[config.mk]
export PLATFORM = sky130hd
export DESIGN_NAME = rom_ram_bank_controller_core_flat
export DESIGN_NICKNAME = d
export VERILOG_FILES = /design/src/rtl/rrbc_pkg.sv /design/src/rtl/rrbc_wr_if.sv /design/src/rtl/rrbc_map_if.sv /design/src/rtl/rrbc_cfg_if.sv /design/src/rtl/rrbc_update.sv /design/src/rtl/rom_ram_bank_controller_core.sv /design/src/flat_wrapper.sv
export SDC_FILE = /design/constraint.sdc
export NUM_CORES = 1
export LEC_CHECK = 0
export BUFFER_PORTS_ARGS = -buffer_cell sky130_fd_sc_hd__buf_2
export CORE_MARGIN = 4
export CORE_UTILIZATION = 54
export DETAILED_ROUTE_END_ITERATION = 10
export PLACE_DENSITY = 0.76
export SYNTH_ARGS = -nofsm -noshare
export SYNTH_HDL_FRONTEND = slang
export SYNTH_SLANG_ARGS = --single-unit
[constraint.sdc]
create_clock -name clk_i -period 2.9 [get_ports clk_i]
set_clock_uncertainty 0.2 [all_clocks]
set_input_delay 0.145 -clock clk_i [delete_from_list [all_inputs] [get_ports clk_i]]
set_output_delay 0.145 -clock clk_i [all_outputs]
set_load 0.005 [all_outputs]
[src/rtl/rrbc_pkg.sv]
`timescale 1ns / 1ps
// ----------------------------------------------------------------------------
// ROM/RAM bank controller package
// Field widths, address regions, register indexes and the banking state type.
// ----------------------------------------------------------------------------
package rrbc_pkg;

  localparam int unsigned AddrW    = 15;
  localparam int unsigned DataW    = 8;
  localparam int unsigned RomBankW = 7;
  localparam int unsigned RamBankW = 2;
  localparam int unsigned RomCntW  = 8;
  localparam int unsigned RamCntW  = 3;
  localparam int unsigned CfgIdxW  = 1;
  localparam int unsigned CfgDataW = 8;

  // Thresholds on the number of ROM banks.
  localparam logic [RomCntW-1:0] RomCntSmall = 8'd16;
  localparam logic [RomCntW-1:0] RomCntMid   = 8'd32;
  localparam logic [RomCntW-1:0] RomCntLarge = 8'd64;
  localparam logic [RamCntW-1:0] RamCntBanked = 3'd4;
  localparam logic [3:0]         RamEnKey     = 4'hA;

  localparam logic [RomCntW-1:0] RomCntReset = 8'd2;
  localparam logic [RamCntW-1:0] RamCntReset = 3'd0;

  // Control space regions, selected by the two top address bits.
  typedef enum logic [1:0] {
    RegionRamEnable = 2'd0,
    RegionLowBits   = 2'd1,
    RegionUpperBits = 2'd2,
    RegionMode      = 2'd3
  } region_e;

  typedef enum logic [CfgIdxW-1:0] {
    CfgRomBankCount = 1'b0,
    CfgRamBankCount = 1'b1
  } cfg_idx_e;

  typedef struct packed {
    logic                ram_en;
    logic                mode;
    logic [RomBankW-1:0] low_bank;
    logic [RomBankW-1:0] high_bank;
    logic [RamBankW-1:0] ram_bank;
    logic [RamBankW-1:0] saved_ram_bank;
  } bank_state_t;

  localparam bank_state_t StateReset = '{
    ram_en:         1'b0,
    mode:           1'b0,
    low_bank:       7'd0,
    high_bank:      7'd1,
    ram_bank:       2'd0,
    saved_ram_bank: 2'd0
  };

endpackage

[src/rtl/rrbc_wr_if.sv]
`timescale 1ns / 1ps
// ----------------------------------------------------------------------------
// Control write channel
// One processor write into the cartridge control space per transfer.
// ----------------------------------------------------------------------------
interface rrbc_wr_if;
  logic                       valid;
  logic                       ready;
  logic [rrbc_pkg::AddrW-1:0] write_address;
  logic [rrbc_pkg::DataW-1:0] write_data;

  modport source (output valid, write_address, write_data, input ready);
  modport sink   (input valid, write_address, write_data, output ready);
endinterface

[src/rtl/rrbc_map_if.sv]
`timescale 1ns / 1ps
// ----------------------------------------------------------------------------
// Bank mapping channel
// Reports the mapped banks and mode flags after each control write.
// ----------------------------------------------------------------------------
interface rrbc_map_if;
  logic                          valid;
  logic                          ready;
  logic [rrbc_pkg::RomBankW-1:0] low_window_bank;
  logic [rrbc_pkg::RomBankW-1:0] high_window_bank;
  logic [rrbc_pkg::RamBankW-1:0] ram_bank;
  logic                          ram_enabled;
  logic                          advanced_mode;

  modport source (output valid, low_window_bank, high_window_bank, ram_bank,
                  ram_enabled, advanced_mode, input ready);
  modport sink   (input valid, low_window_bank, high_window_bank, ram_bank,
                  ram_enabled, advanced_mode, output ready);
endinterface

[src/rtl/rrbc_cfg_if.sv]
`timescale 1ns / 1ps
// ----------------------------------------------------------------------------
// Configuration write channel
// Writes one configuration register per transfer.
// ----------------------------------------------------------------------------
interface rrbc_cfg_if;
  logic                          valid;
  logic                          ready;
  logic [rrbc_pkg::CfgIdxW-1:0]  index;
  logic [rrbc_pkg::CfgDataW-1:0] data;

  modport source (output valid, index, data, input ready);
  modport sink   (input valid, index, data, output ready);
endinterface

[src/rtl/rrbc_update.sv]
`timescale 1ns / 1ps
// ----------------------------------------------------------------------------
// Bank state update
// Applies one control write to the banking state.
// ----------------------------------------------------------------------------
module rrbc_update (
  input  logic [rrbc_pkg::RomCntW-1:0] rom_cnt_i,
  input  logic [rrbc_pkg::RamCntW-1:0] ram_cnt_i,
  input  logic [rrbc_pkg::AddrW-1:0]   addr_i,
  input  logic [rrbc_pkg::DataW-1:0]   data_i,
  input  rrbc_pkg::bank_state_t        st_i,
  output rrbc_pkg::bank_state_t        st_o
);
  import rrbc_pkg::*;

  region_e             region;
  logic [RomCntW-1:0]  rom_mask;
  logic                rom_small;
  logic                rom_mid_up;
  logic                rom_large;
  logic                rom_huge;
  logic                ram_banked;
  logic [4:0]          low_bits;
  logic [1:0]          upper;
  logic [RomBankW-1:0] new_high;
  logic [1:0]          held_upper;

  assign region     = region_e'(addr_i[AddrW-1 -: 2]);
  assign rom_mask   = rom_cnt_i - 8'd1;
  assign rom_small  = (rom_cnt_i <= RomCntSmall);
  assign rom_mid_up = (rom_cnt_i > RomCntMid);
  assign rom_large  = (rom_cnt_i >= RomCntLarge);
  assign rom_huge   = (rom_cnt_i > RomCntLarge);
  assign ram_banked = (ram_cnt_i == RamCntBanked);
  assign held_upper = st_i.high_bank[6:5];

  always_comb begin
    // A zero in the low bank bits selects bank 1; small ROMs then mask it.
    low_bits = (data_i[4:0] == 5'd0) ? 5'd1 : data_i[4:0];
    if (rom_small) begin
      low_bits = low_bits & rom_mask[4:0];
    end
    upper    = rom_huge ? data_i[1:0] : {1'b0, data_i[0]};
    new_high = {upper, st_i.high_bank[4:0]};
  end

  always_comb begin
    st_o = st_i;
    case (region)
      RegionRamEnable: begin
        st_o.ram_en = (data_i[3:0] == RamEnKey);
      end
      RegionLowBits: begin
        st_o.high_bank = {(rom_mid_up ? held_upper : 2'b00), low_bits};
      end
      RegionUpperBits: begin
        if (rom_large) begin
          if (new_high != st_i.high_bank) begin
            st_o.high_bank = new_high;
            if (st_i.mode) begin
              st_o.low_bank = {upper, 5'd0};
            end
          end
        end else if (ram_banked) begin
          if (st_i.mode) begin
            st_o.ram_bank = data_i[1:0];
          end else begin
            st_o.saved_ram_bank = data_i[1:0];
          end
        end
      end
      RegionMode: begin
        if (data_i[0] != st_i.mode) begin
          st_o.mode = data_i[0];
          if (data_i[0]) begin
            if (rom_large) begin
              if (held_upper != 2'b00) begin
                st_o.low_bank = {held_upper, 5'd0};
              end
            end else if (ram_banked && (st_i.saved_ram_bank != 2'b00)) begin
              st_o.ram_bank = st_i.saved_ram_bank;
            end
          end else begin
            if (rom_large) begin
              if (held_upper != 2'b00) begin
                st_o.low_bank = '0;
              end
            end else if (ram_banked) begin
              st_o.saved_ram_bank = st_i.ram_bank;
              st_o.ram_bank       = '0;
            end
          end
        end
      end
      default: begin
        st_o = st_i;
      end
    endcase
  end

endmodule

[src/rtl/rom_ram_bank_controller_core.sv]
`timescale 1ns / 1ps
// ----------------------------------------------------------------------------
// ROM/RAM bank controller core
// Tracks RAM enable, banking mode and the mapped ROM and RAM banks, and
// reports the mapping after every control write.
// ----------------------------------------------------------------------------
//  channel | modport | direction | carries
//  wr_i    | sink    | in        | write_address, write_data
//  map_o   | source  | out       | low/high window bank, ram bank, flags
//  cfg_i   | sink    | in        | register index, data (always ready)
//
// A write is captured in an input register and, once the result register is free
// or being read, applied to the bank state while its mapping is loaded into the
// result register. One write per cycle sustained while the result is not stalled.
// A stalled result holds both stages; a free input stage still takes a write.
// Reset sets the bank state and configuration to their defaults at once.
// ----------------------------------------------------------------------------
module rom_ram_bank_controller_core (
  input  logic       clk_i,
  input  logic       rst_ni,
  rrbc_wr_if.sink    wr_i,
  rrbc_map_if.source map_o,
  rrbc_cfg_if.sink   cfg_i
);
  import rrbc_pkg::*;

  logic               in_v_q;
  logic [AddrW-1:0]   in_addr_q;
  logic [DataW-1:0]   in_data_q;
  logic               res_v_q;
  bank_state_t        res_q;
  bank_state_t        st_q;
  bank_state_t        st_d;
  logic [RomCntW-1:0] rom_cnt_q;
  logic [RamCntW-1:0] ram_cnt_q;
  logic               adv;
  logic               in_take;

  assign adv     = in_v_q && (!res_v_q || map_o.ready);
  assign in_take = wr_i.valid && wr_i.ready;

  assign wr_i.ready  = !in_v_q || adv;
  assign cfg_i.ready = 1'b1;

  always_ff @(posedge clk_i or negedge rst_ni) begin
    if (!rst_ni) begin
      rom_cnt_q <= RomCntReset;
      ram_cnt_q <= RamCntReset;
    end else if (cfg_i.valid) begin
      case (cfg_idx_e'(cfg_i.index))
        CfgRomBankCount: rom_cnt_q <= cfg_i.data;
        CfgRamBankCount: ram_cnt_q <= cfg_i.data[RamCntW-1:0];
        default: ;
      endcase
    end
  end

  always_ff @(posedge clk_i or negedge rst_ni) begin
    if (!rst_ni) begin
      in_v_q <= 1'b0;
    end else if (wr_i.ready) begin
      in_v_q <= wr_i.valid;
    end
  end

  always_ff @(posedge clk_i) begin
    if (in_take) begin
      in_addr_q <= wr_i.write_address;
      in_data_q <= wr_i.write_data;
    end
  end

  rrbc_update u_update (
    .rom_cnt_i (rom_cnt_q),
    .ram_cnt_i (ram_cnt_q),
    .addr_i    (in_addr_q),
    .data_i    (in_data_q),
    .st_i      (st_q),
    .st_o      (st_d)
  );

  always_ff @(posedge clk_i or negedge rst_ni) begin
    if (!rst_ni) begin
      st_q    <= StateReset;
      res_v_q <= 1'b0;
    end else begin
      if (adv) begin
        st_q <= st_d;
      end
      if (adv) begin
        res_v_q <= 1'b1;
      end else if (map_o.ready) begin
        res_v_q <= 1'b0;
      end
    end
  end

  always_ff @(posedge clk_i) begin
    if (adv) begin
      res_q <= st_d;
    end
  end

  assign map_o.valid            = res_v_q;
  assign map_o.low_window_bank  = res_q.low_bank;
  assign map_o.high_window_bank = res_q.high_bank;
  assign map_o.ram_bank         = res_q.ram_bank;
  assign map_o.ram_enabled      = res_q.ram_en;
  assign map_o.advanced_mode    = res_q.mode;

  // The shown mapping always tracks the live bank state.
  a_res_matches_state: assert property (@(posedge clk_i) disable iff (!rst_ni)
    res_v_q |-> (res_q == st_q))
    else $error("result register differs from bank state");

  // The low window only ever maps a multiple of 32.
  a_low_aligned: assert property (@(posedge clk_i) disable iff (!rst_ni)
    st_q.low_bank[4:0] == 5'd0)
    else $error("low window bank not aligned");

  // A write that moves on always leaves a result behind.
  a_adv_gives_result: assert property (@(posedge clk_i) disable iff (!rst_ni)
    adv |=> res_v_q)
    else $error("write applied without a result");

  // A held write in the input stage is not dropped.
  a_in_held: assert property (@(posedge clk_i) disable iff (!rst_ni)
    (in_v_q && !adv) |=> (in_v_q && $stable(in_addr_q) && $stable(in_data_q)))
    else $error("pending write lost");

endmodule
[src/flat_wrapper.sv]
// flat-port wrapper written by rule: the top's interface ports become plain ports
module rom_ram_bank_controller_core_flat import rrbc_pkg::*;
  (clk_i, rst_ni, wr_i_valid, wr_i_write_address, wr_i_write_data, wr_i_ready, map_o_valid, map_o_low_window_bank, map_o_high_window_bank, map_o_ram_bank, map_o_ram_enabled, map_o_advanced_mode, map_o_ready, cfg_i_valid, cfg_i_index, cfg_i_data, cfg_i_ready);
  rrbc_wr_if wr_i_i ();
  rrbc_map_if map_o_i ();
  rrbc_cfg_if cfg_i_i ();
  input  logic clk_i;
  input  logic rst_ni;
  input wire logic [$bits(wr_i_i.valid)-1:0] wr_i_valid;
  input wire logic [$bits(wr_i_i.write_address)-1:0] wr_i_write_address;
  input wire logic [$bits(wr_i_i.write_data)-1:0] wr_i_write_data;
  output wire logic [$bits(wr_i_i.ready)-1:0] wr_i_ready;
  output wire logic [$bits(map_o_i.valid)-1:0] map_o_valid;
  output wire logic [$bits(map_o_i.low_window_bank)-1:0] map_o_low_window_bank;
  output wire logic [$bits(map_o_i.high_window_bank)-1:0] map_o_high_window_bank;
  output wire logic [$bits(map_o_i.ram_bank)-1:0] map_o_ram_bank;
  output wire logic [$bits(map_o_i.ram_enabled)-1:0] map_o_ram_enabled;
  output wire logic [$bits(map_o_i.advanced_mode)-1:0] map_o_advanced_mode;
  input wire logic [$bits(map_o_i.ready)-1:0] map_o_ready;
  input wire logic [$bits(cfg_i_i.valid)-1:0] cfg_i_valid;
  input wire logic [$bits(cfg_i_i.index)-1:0] cfg_i_index;
  input wire logic [$bits(cfg_i_i.data)-1:0] cfg_i_data;
  output wire logic [$bits(cfg_i_i.ready)-1:0] cfg_i_ready;
  assign wr_i_i.valid = wr_i_valid;
  assign wr_i_i.write_address = wr_i_write_address;
  assign wr_i_i.write_data = wr_i_write_data;
  assign wr_i_ready = wr_i_i.ready;
  assign map_o_valid = map_o_i.valid;
  assign map_o_low_window_bank = map_o_i.low_window_bank;
  assign map_o_high_window_bank = map_o_i.high_window_bank;
  assign map_o_ram_bank = map_o_i.ram_bank;
  assign map_o_ram_enabled = map_o_i.ram_enabled;
  assign map_o_advanced_mode = map_o_i.advanced_mode;
  assign map_o_i.ready = map_o_ready;
  assign cfg_i_i.valid = cfg_i_valid;
  assign cfg_i_i.index = cfg_i_index;
  assign cfg_i_i.data = cfg_i_data;
  assign cfg_i_ready = cfg_i_i.ready;
  rom_ram_bank_controller_core u_core (.clk_i(clk_i), .rst_ni(rst_ni), .wr_i(wr_i_i), .map_o(map_o_i), .cfg_i(cfg_i_i));
endmodule
After elaboration in Yosys (flattened, before gate mapping)
Index checks and enable logic that the tools add are counted.
{ "word_totals": {"ff_bits": 71, "in_bits": 37, "output_inout_bits": 21, "wordCells": 85} }
{ "classes": {"n_addsub": 1, "order_cmp": 4, "n_eq_ne": 14, "mux": 31, "bitwise": 2, "reduce_logical": 16} }
{ "op_table": {"columns": ["cell", "n"], "rows": [
  ["$mux W7", 6],
  ["$mux W14", 2],
  ["$pmux W7 S2", 2],
  ["$mux W4", 5],
  ["$mux W2", 8],
  ["$ne A2 B2 Y1 const B", 7],
  ["$mux W5", 2],
  ["$reduce_and A9 Y1", 1],
  ["$ge A8 B7 Y1 const B", 1],
  ["$gt A8 B6 Y1 const B", 1],
  ["$gt A8 B7 Y1 const B", 1],
  ["$le A8 B5 Y1 const B", 1],
  ["$mux W8", 1],
  ["$pmux W4 S2", 1],
  ["$reduce_bool A2 Y1", 4],
  ["$and A5 B5 Y5", 1],
  ["$logic_not A5 Y1", 1],
  ["$sub A5 B1 Y5 const B", 1],
  ["$eq A2 B2 Y1 const B", 2],
  ["$eq A4 B4 Y1 const B", 1],
  ["$mux W1", 4],
  ["$reduce_and A2 Y1", 2],
  ["$eq A3 B3 Y1 const B", 1],
  ["$logic_and A1 B1 Y1", 3],
  ["other kinds (7)", 9]
]} }

Logic depth before layout (Yosys ltp)
{ "depth": {"depth_word": 7, "ltp_mapped": 8, "ltp_nobuf": 8} }

Modules after synthesis
Synthesis repeated with hierarchy kept, for this count alone.
{ "hier_totals": {"hier_cells": 236, "area_unflattened_um2": 3368.2} }
{ "by_module_without_submodules": {"columns": ["mod", "instances", "cells_each", "area_per_inst_um2", "seq_area_each_um2"], "rows": [
  ["rom_ram_bank_controller_core", 1, 119, 2583.7, 2059.5],
  ["rrbc_update", 1, 117, 784.5, 0.0]
]} }

Worst setup path before layout
OpenSTA, ideal clock, no wires.
{ "synth_path": {"path_kind": "flip-flop to flip-flop", "from": "register u_core.rom_cnt_q[0]", "to": "register u_core.res_q, in the netlist u_core.map_o.low_window_bank[0] (data pin)", "setup_time_ns": 0.266, "arrival_ns": 2.068, "required_time_ns": 2.434, "setup_slack_ns": 0.366, "stages_incl_launch_ff": 9, "n_path_buf": 0, "synth_period_minus_slack_ns": 2.534, "cell_sequence": "dfrtp_1 inv_1 ha_1 or4b_4 o41ai_2 xnor2_1 o211ai_4 a21oi_4 nor2b_1"} }
{ "synth_lines": {"columns": ["item", "line", "rtl"], "rows": [
  ["start, declared", "rom_ram_bank_controller_core.sv:34", "logic [RomCntW-1:0] rom_cnt_q;"],
  ["start signal, assigned", "rom_ram_bank_controller_core.sv:47", "rom_cnt_q <= RomCntReset;"],
  ["start signal, assigned", "rom_ram_bank_controller_core.sv:51", "CfgRomBankCount: rom_cnt_q <= cfg_i.data;"],
  ["end signal, assigned", "rom_ram_bank_controller_core.sv:100", "res_q <= st_d;"],
  ["end, declared", "rom_ram_bank_controller_core.sv:31", "bank_state_t res_q;"]
]} }

==> results.rst <==
.. list-table::
   :header-rows: 1

   * - Metric
     - Value
   * - Flip-flop and latch count after synthesis
     - 58
   * - Length of the first detailed-routing pass in iterations
     - 4
   * - Power per standard cell area
     - 655 nW/um^2
   * - Latest clock arrival within the worst-skew pair
     - 0.34 ns
   * - CTS HTree Levels
     - 3
   * - Number of DRC markers after the initial detailed-route iteration
     - 123
   * - Number of rows in the core area
     - 25
   * - Max cap viols
     - 0
   * - IO Count
     - 58
   * - Share of the clock period used by the worst path after layout
     - 95.1%
   * - RSZ-0062 raised after global routing
     - no
   * - Core area
     - 4790 um^2
   * - Post-CTS Resized
     - 0
   * - Setup TNS Final
     - 0 ns
   * - Worst slew margin relative to its limit
     - 49.1%
   * - Biggest fanout along the worst timing path
     - 10
   * - DIE WIDTH
     - 78.7 um
   * - Tightest Pin Transition
     - 0.763 ns
   * - Total vias in the final route
     - 2046
   * - Start point of the critical path
     - u_core.rom_cnt_q[0]
   * - Relative area change from synthesis to final layout
     - 25.5%
   * - Number of clock buffers inserted by TritonCTS
     - 9
   * - Area of the mapped netlist
     - 2700 um^2
   * - Cells along the critical path
     - inv_1 -> ha_1 -> or4b_4 -> o41ai_2 -> xnor2_1 -> o211ai_4 -> a21oi_4 -> nor2b_1
   * - Total overflow reported by the global router
     - 0
   * - GRT Util Overall
     - 20.9%
   * - Launch instance of the worst register-to-register path
     - u_core.rom_cnt_q[0]
   * - Max Buffers Root-to-Sink
     - 2
   * - Final Net Count
     - 341
   * - Filler instances
     - 334
   * - Classification of the worst setup path
     - flip-flop to flip-flop
   * - Vias in the first global route
     - 2069
   * - Average wire per standard cell
     - 15.4 um
   * - DPL Wire Length
     - 3530 um
   * - Proportion of layout cells with a drive suffix above 1
     - 26.6%
   * - Post-detailed-routing wire length
     - 5720 um
   * - Hold Vio Cnt, Final
     - 0
   * - Run status
     - completed
   * - Synth Area per Inst
     - 11.5 um^2
   * - Clock root buffer master
     - clkbuf_8
   * - Maximum clock rate
     - 363 MHz
   * - N_diodes
     - 0
   * - Cells after Synth
     - 234
   * - Clock slew at reported path FFs
     - 0.06 ns
   * - Worst setup SP type
     - flip-flop
   * - Remaining antenna violation count after routing
     - 0
   * - Initial cell density of the core
     - 56.4%
   * - TritonCTS clock tree
     - done
   * - Slowest cell on the critical path
     - or4b_4
   * - Number of port buffers
     - 40
   * - Class of the most critical hold timing path
     - input pin to flip-flop
   * - Worst-case vdd ir drop
     - 512 uV
   * - Total clock sinks
     - 58
   * - Worst r2r path cells
     - 8
   * - Total die area
     - 6200 um^2
   * - Worst EP arrival
     - 2.63 ns
   * - Syn. warnings
     - 0
   * - Drt drc
     - 0
   * - Average via count per standard cell
     - 5.51
   * - Max incr delay on CP
     - 0.50 ns
   * - Area taken by multi-input logic gates
     - 1040 um^2
   * - Critical path capture point
     - u_core.map_o.low_window_bank[0]
   * - Minimum clock period
     - 2.76 ns
   * - Register area share after synthesis
     - 58.5%
   * - Crit path required time
     - 2.77 ns
   * - Number of antenna violations at the first check in global routing
     - 0
   * - Hold Worst Slack
     - 0.0499 ns
   * - Count of different cell masters after synthesis
     - 45
   * - First-pass GRT wire length
     - 9710 um
   * - Vert. Die Dim
     - 78.7 um
   * - Maximum number of pins on one net before global-route repair
     - 34
   * - Area occupied by registers
     - 1580 um^2
   * - Crit. End Element
     - flip-flop
   * - Slack of the worst reg-to-reg path
     - 0.14 ns
   * - Worst flop-to-flop path endpoint
     - u_core.map_o.low_window_bank[0]
   * - Gp weighted congestion
     - 0.882
   * - Count of final max-slew check failures
     - 0
   * - Lkg Pwr
     - 1.46 nW
   * - Total of endpoints with negative setup slack in the final report
     - 0
   * - Syn_nets
     - 276
-- what timing repair did --
| item | CTS | global route |
|---|---|---|
| endpoints found under the setup margin | 0 | 3 |
| hold buffers | 21 | 0 |
| hold endpoints to repair | 51 | 0 |
| buffers inserted | 0 | 0 |
-- logic make-up (layout without fill, tap and decap cells) --
family | count (synthesis) | in the layout | synth area share (%)
multiplexers | 11 | 11 | 4.59
other | 1 | 1 | 0.139
buffers and inverters | 21 | 91 | 3.10
AO/OA/AOI/OAI | 56 | 56 | 15.5
adder cells (fa/ha/maj) | 5 | 5 | 2.32
XOR/XNOR | 5 | 5 | 1.62
flip-flops | 58 | 58 | 58.5
AND/OR/NAND/NOR | 77 | 77 | 14.3
-- worst min path at each step --
stage / startpoint / endpoint / slack [ns] / cells past startpoint
3_5_place_dp: rst_ni / u_core.st_q[16] / 0.05 / 1
3_3_place_gp: rst_ni / u_core.st_q[16] / 0.06 / 1
4_1_cts: cfg_i_index / u_core.ram_cnt_q[0] / 0.009 / 3
6_report: cfg_i_index / u_core.ram_cnt_q[1] / 0.05 / 3
2_1_floorplan: rst_ni / u_core.in_v_q / -0.35 / 0
5_1_grt: cfg_i_index / u_core.ram_cnt_q[0] / 0.05 / 3
-- layer usage --
layer  wire, um  track usage, %
met3        314            6.35
met2       2870            36.2
met4        127            9.44
met1       2410            23.6
met5          0               0
-- cells in the final DEF (no fill, tap or decap), drive strengths merged, types with 3 or more instances in the layout --
master and count:
clkbuf 10, ha 5, mux2 11, edfxtp 25, inv 12, nand4 3, nor3 4, dlygate4sd3 21
xnor2 3, a21oi 8, clkinv 3, nand2 34, o21ai 16, a22o 4, nor2b 6, a21o 4
nor2 4, o31ai 3, o22ai 6, a21boi 5, buf 42, nand3 9, dfrtp 31, nand2b 4
-- worst max-delay path, delay by kind of cell (launching register included) --
| family | cells | cell delay [ns] |
|---|---|---|
| AOI/OAI and AO/OA | 3 | 0.80 |
| and+or+nand+nor | 2 | 0.59 |
| DFF | 1 | 0.40 |
| xor gates and xnor gates | 1 | 0.24 |
| adders and majority gates | 1 | 0.19 |
| buffers and inverters | 1 | 0.09 |
-- sequential cells by signal (all words and copies together) (netlist names), 2 cells and up --
name / cells
u_core.map_o.low_window_bank: 7
u_core.map_o.high_window_bank: 7
u_core.rom_cnt_q: 8
u_core.st_q: 20
u_core.in_data_q: 5
u_core.in_addr_q: 2
u_core.map_o.ram_bank: 2
u_core.ram_cnt_q: 3
-- synthesized netlist by cell type (all sizes together) --
master / number / area share, %
nand2: 34 / 4.7
buf: 3 / 0.60
a211oi: 2 / 0.56
edfxtp: 25 / 28
or4b: 1 / 0.51
o41ai: 1 / 0.60
and2: 2 / 0.46
or3: 1 / 0.28
nand3: 9 / 1.7
and3: 2 / 0.46
xnor2: 3 / 0.97
a22o: 4 / 1.3
o211ai: 2 / 1.1
dfstp: 2 / 1.9
a21boi: 5 / 2.1
clkbuf: 6 / 0.83
nor2b: 6 / 1.4
conb: 1 / 0.14
nand3b: 2 / 0.56
or2: 1 / 0.23
nor3: 4 / 0.74
o22ai: 6 / 1.4
o21a: 1 / 0.28
ha: 5 / 2.3
o221a: 1 / 0.42
o2111ai: 2 / 0.65
nor2: 4 / 0.56
mux2: 11 / 4.6
inv: 12 / 1.7
nand2b: 4 / 0.93
nor4: 2 / 0.46
xor2: 2 / 0.65
nand4: 3 / 0.69
a21o: 4 / 1.1
a21oi: 8 / 1.9
o221ai: 1 / 0.32
nor4bb: 1 / 0.37
dfrtp: 31 / 29
o21ai: 16 / 3.0
o31ai: 3 / 0.83
nor3b: 1 / 0.28
-- where the power goes --
group / leakage [nW] / switching (mW) / internal [mW]
Clock: 0.107 / 0.315 / 0.499
Combinational: 0.705 / 0.195 / 0.159
Sequential: 0.652 / 0.0748 / 0.976
-- metrics by stage --
step / area, um^2 / total power, mW / utilization, % / worst slack, ns / cells
4_1_cts: 3390 / 2.22 / 70.8 / 0.140 / 371
2_1_floorplan: 2700 / 1.28 / - / 0.366 / 234
5_1_grt: 3390 / 2.32 / 70.8 / 0.000120 / 371
6_report: 3390 / 2.22 / 70.8 / 0.142 / 371
3_5_place_dp: 2960 / 1.39 / 61.9 / 0.164 / 334
3_3_place_gp: 2960 / 1.38 / 61.9 / 0.195 / 334
-- final cells by class --
type | count | share of cell area, %
clock buffer | 10 | 4.06
clock inverter | 6 | 2.36
inverter | 12 | 1.33
multi-input combinational | 155 | 30.6
sequential | 58 | 46.6
tap | 67 | 2.47
timing repair buffer | 63 | 12.6
Note: power is estimated with default switching activity, not from simulation.
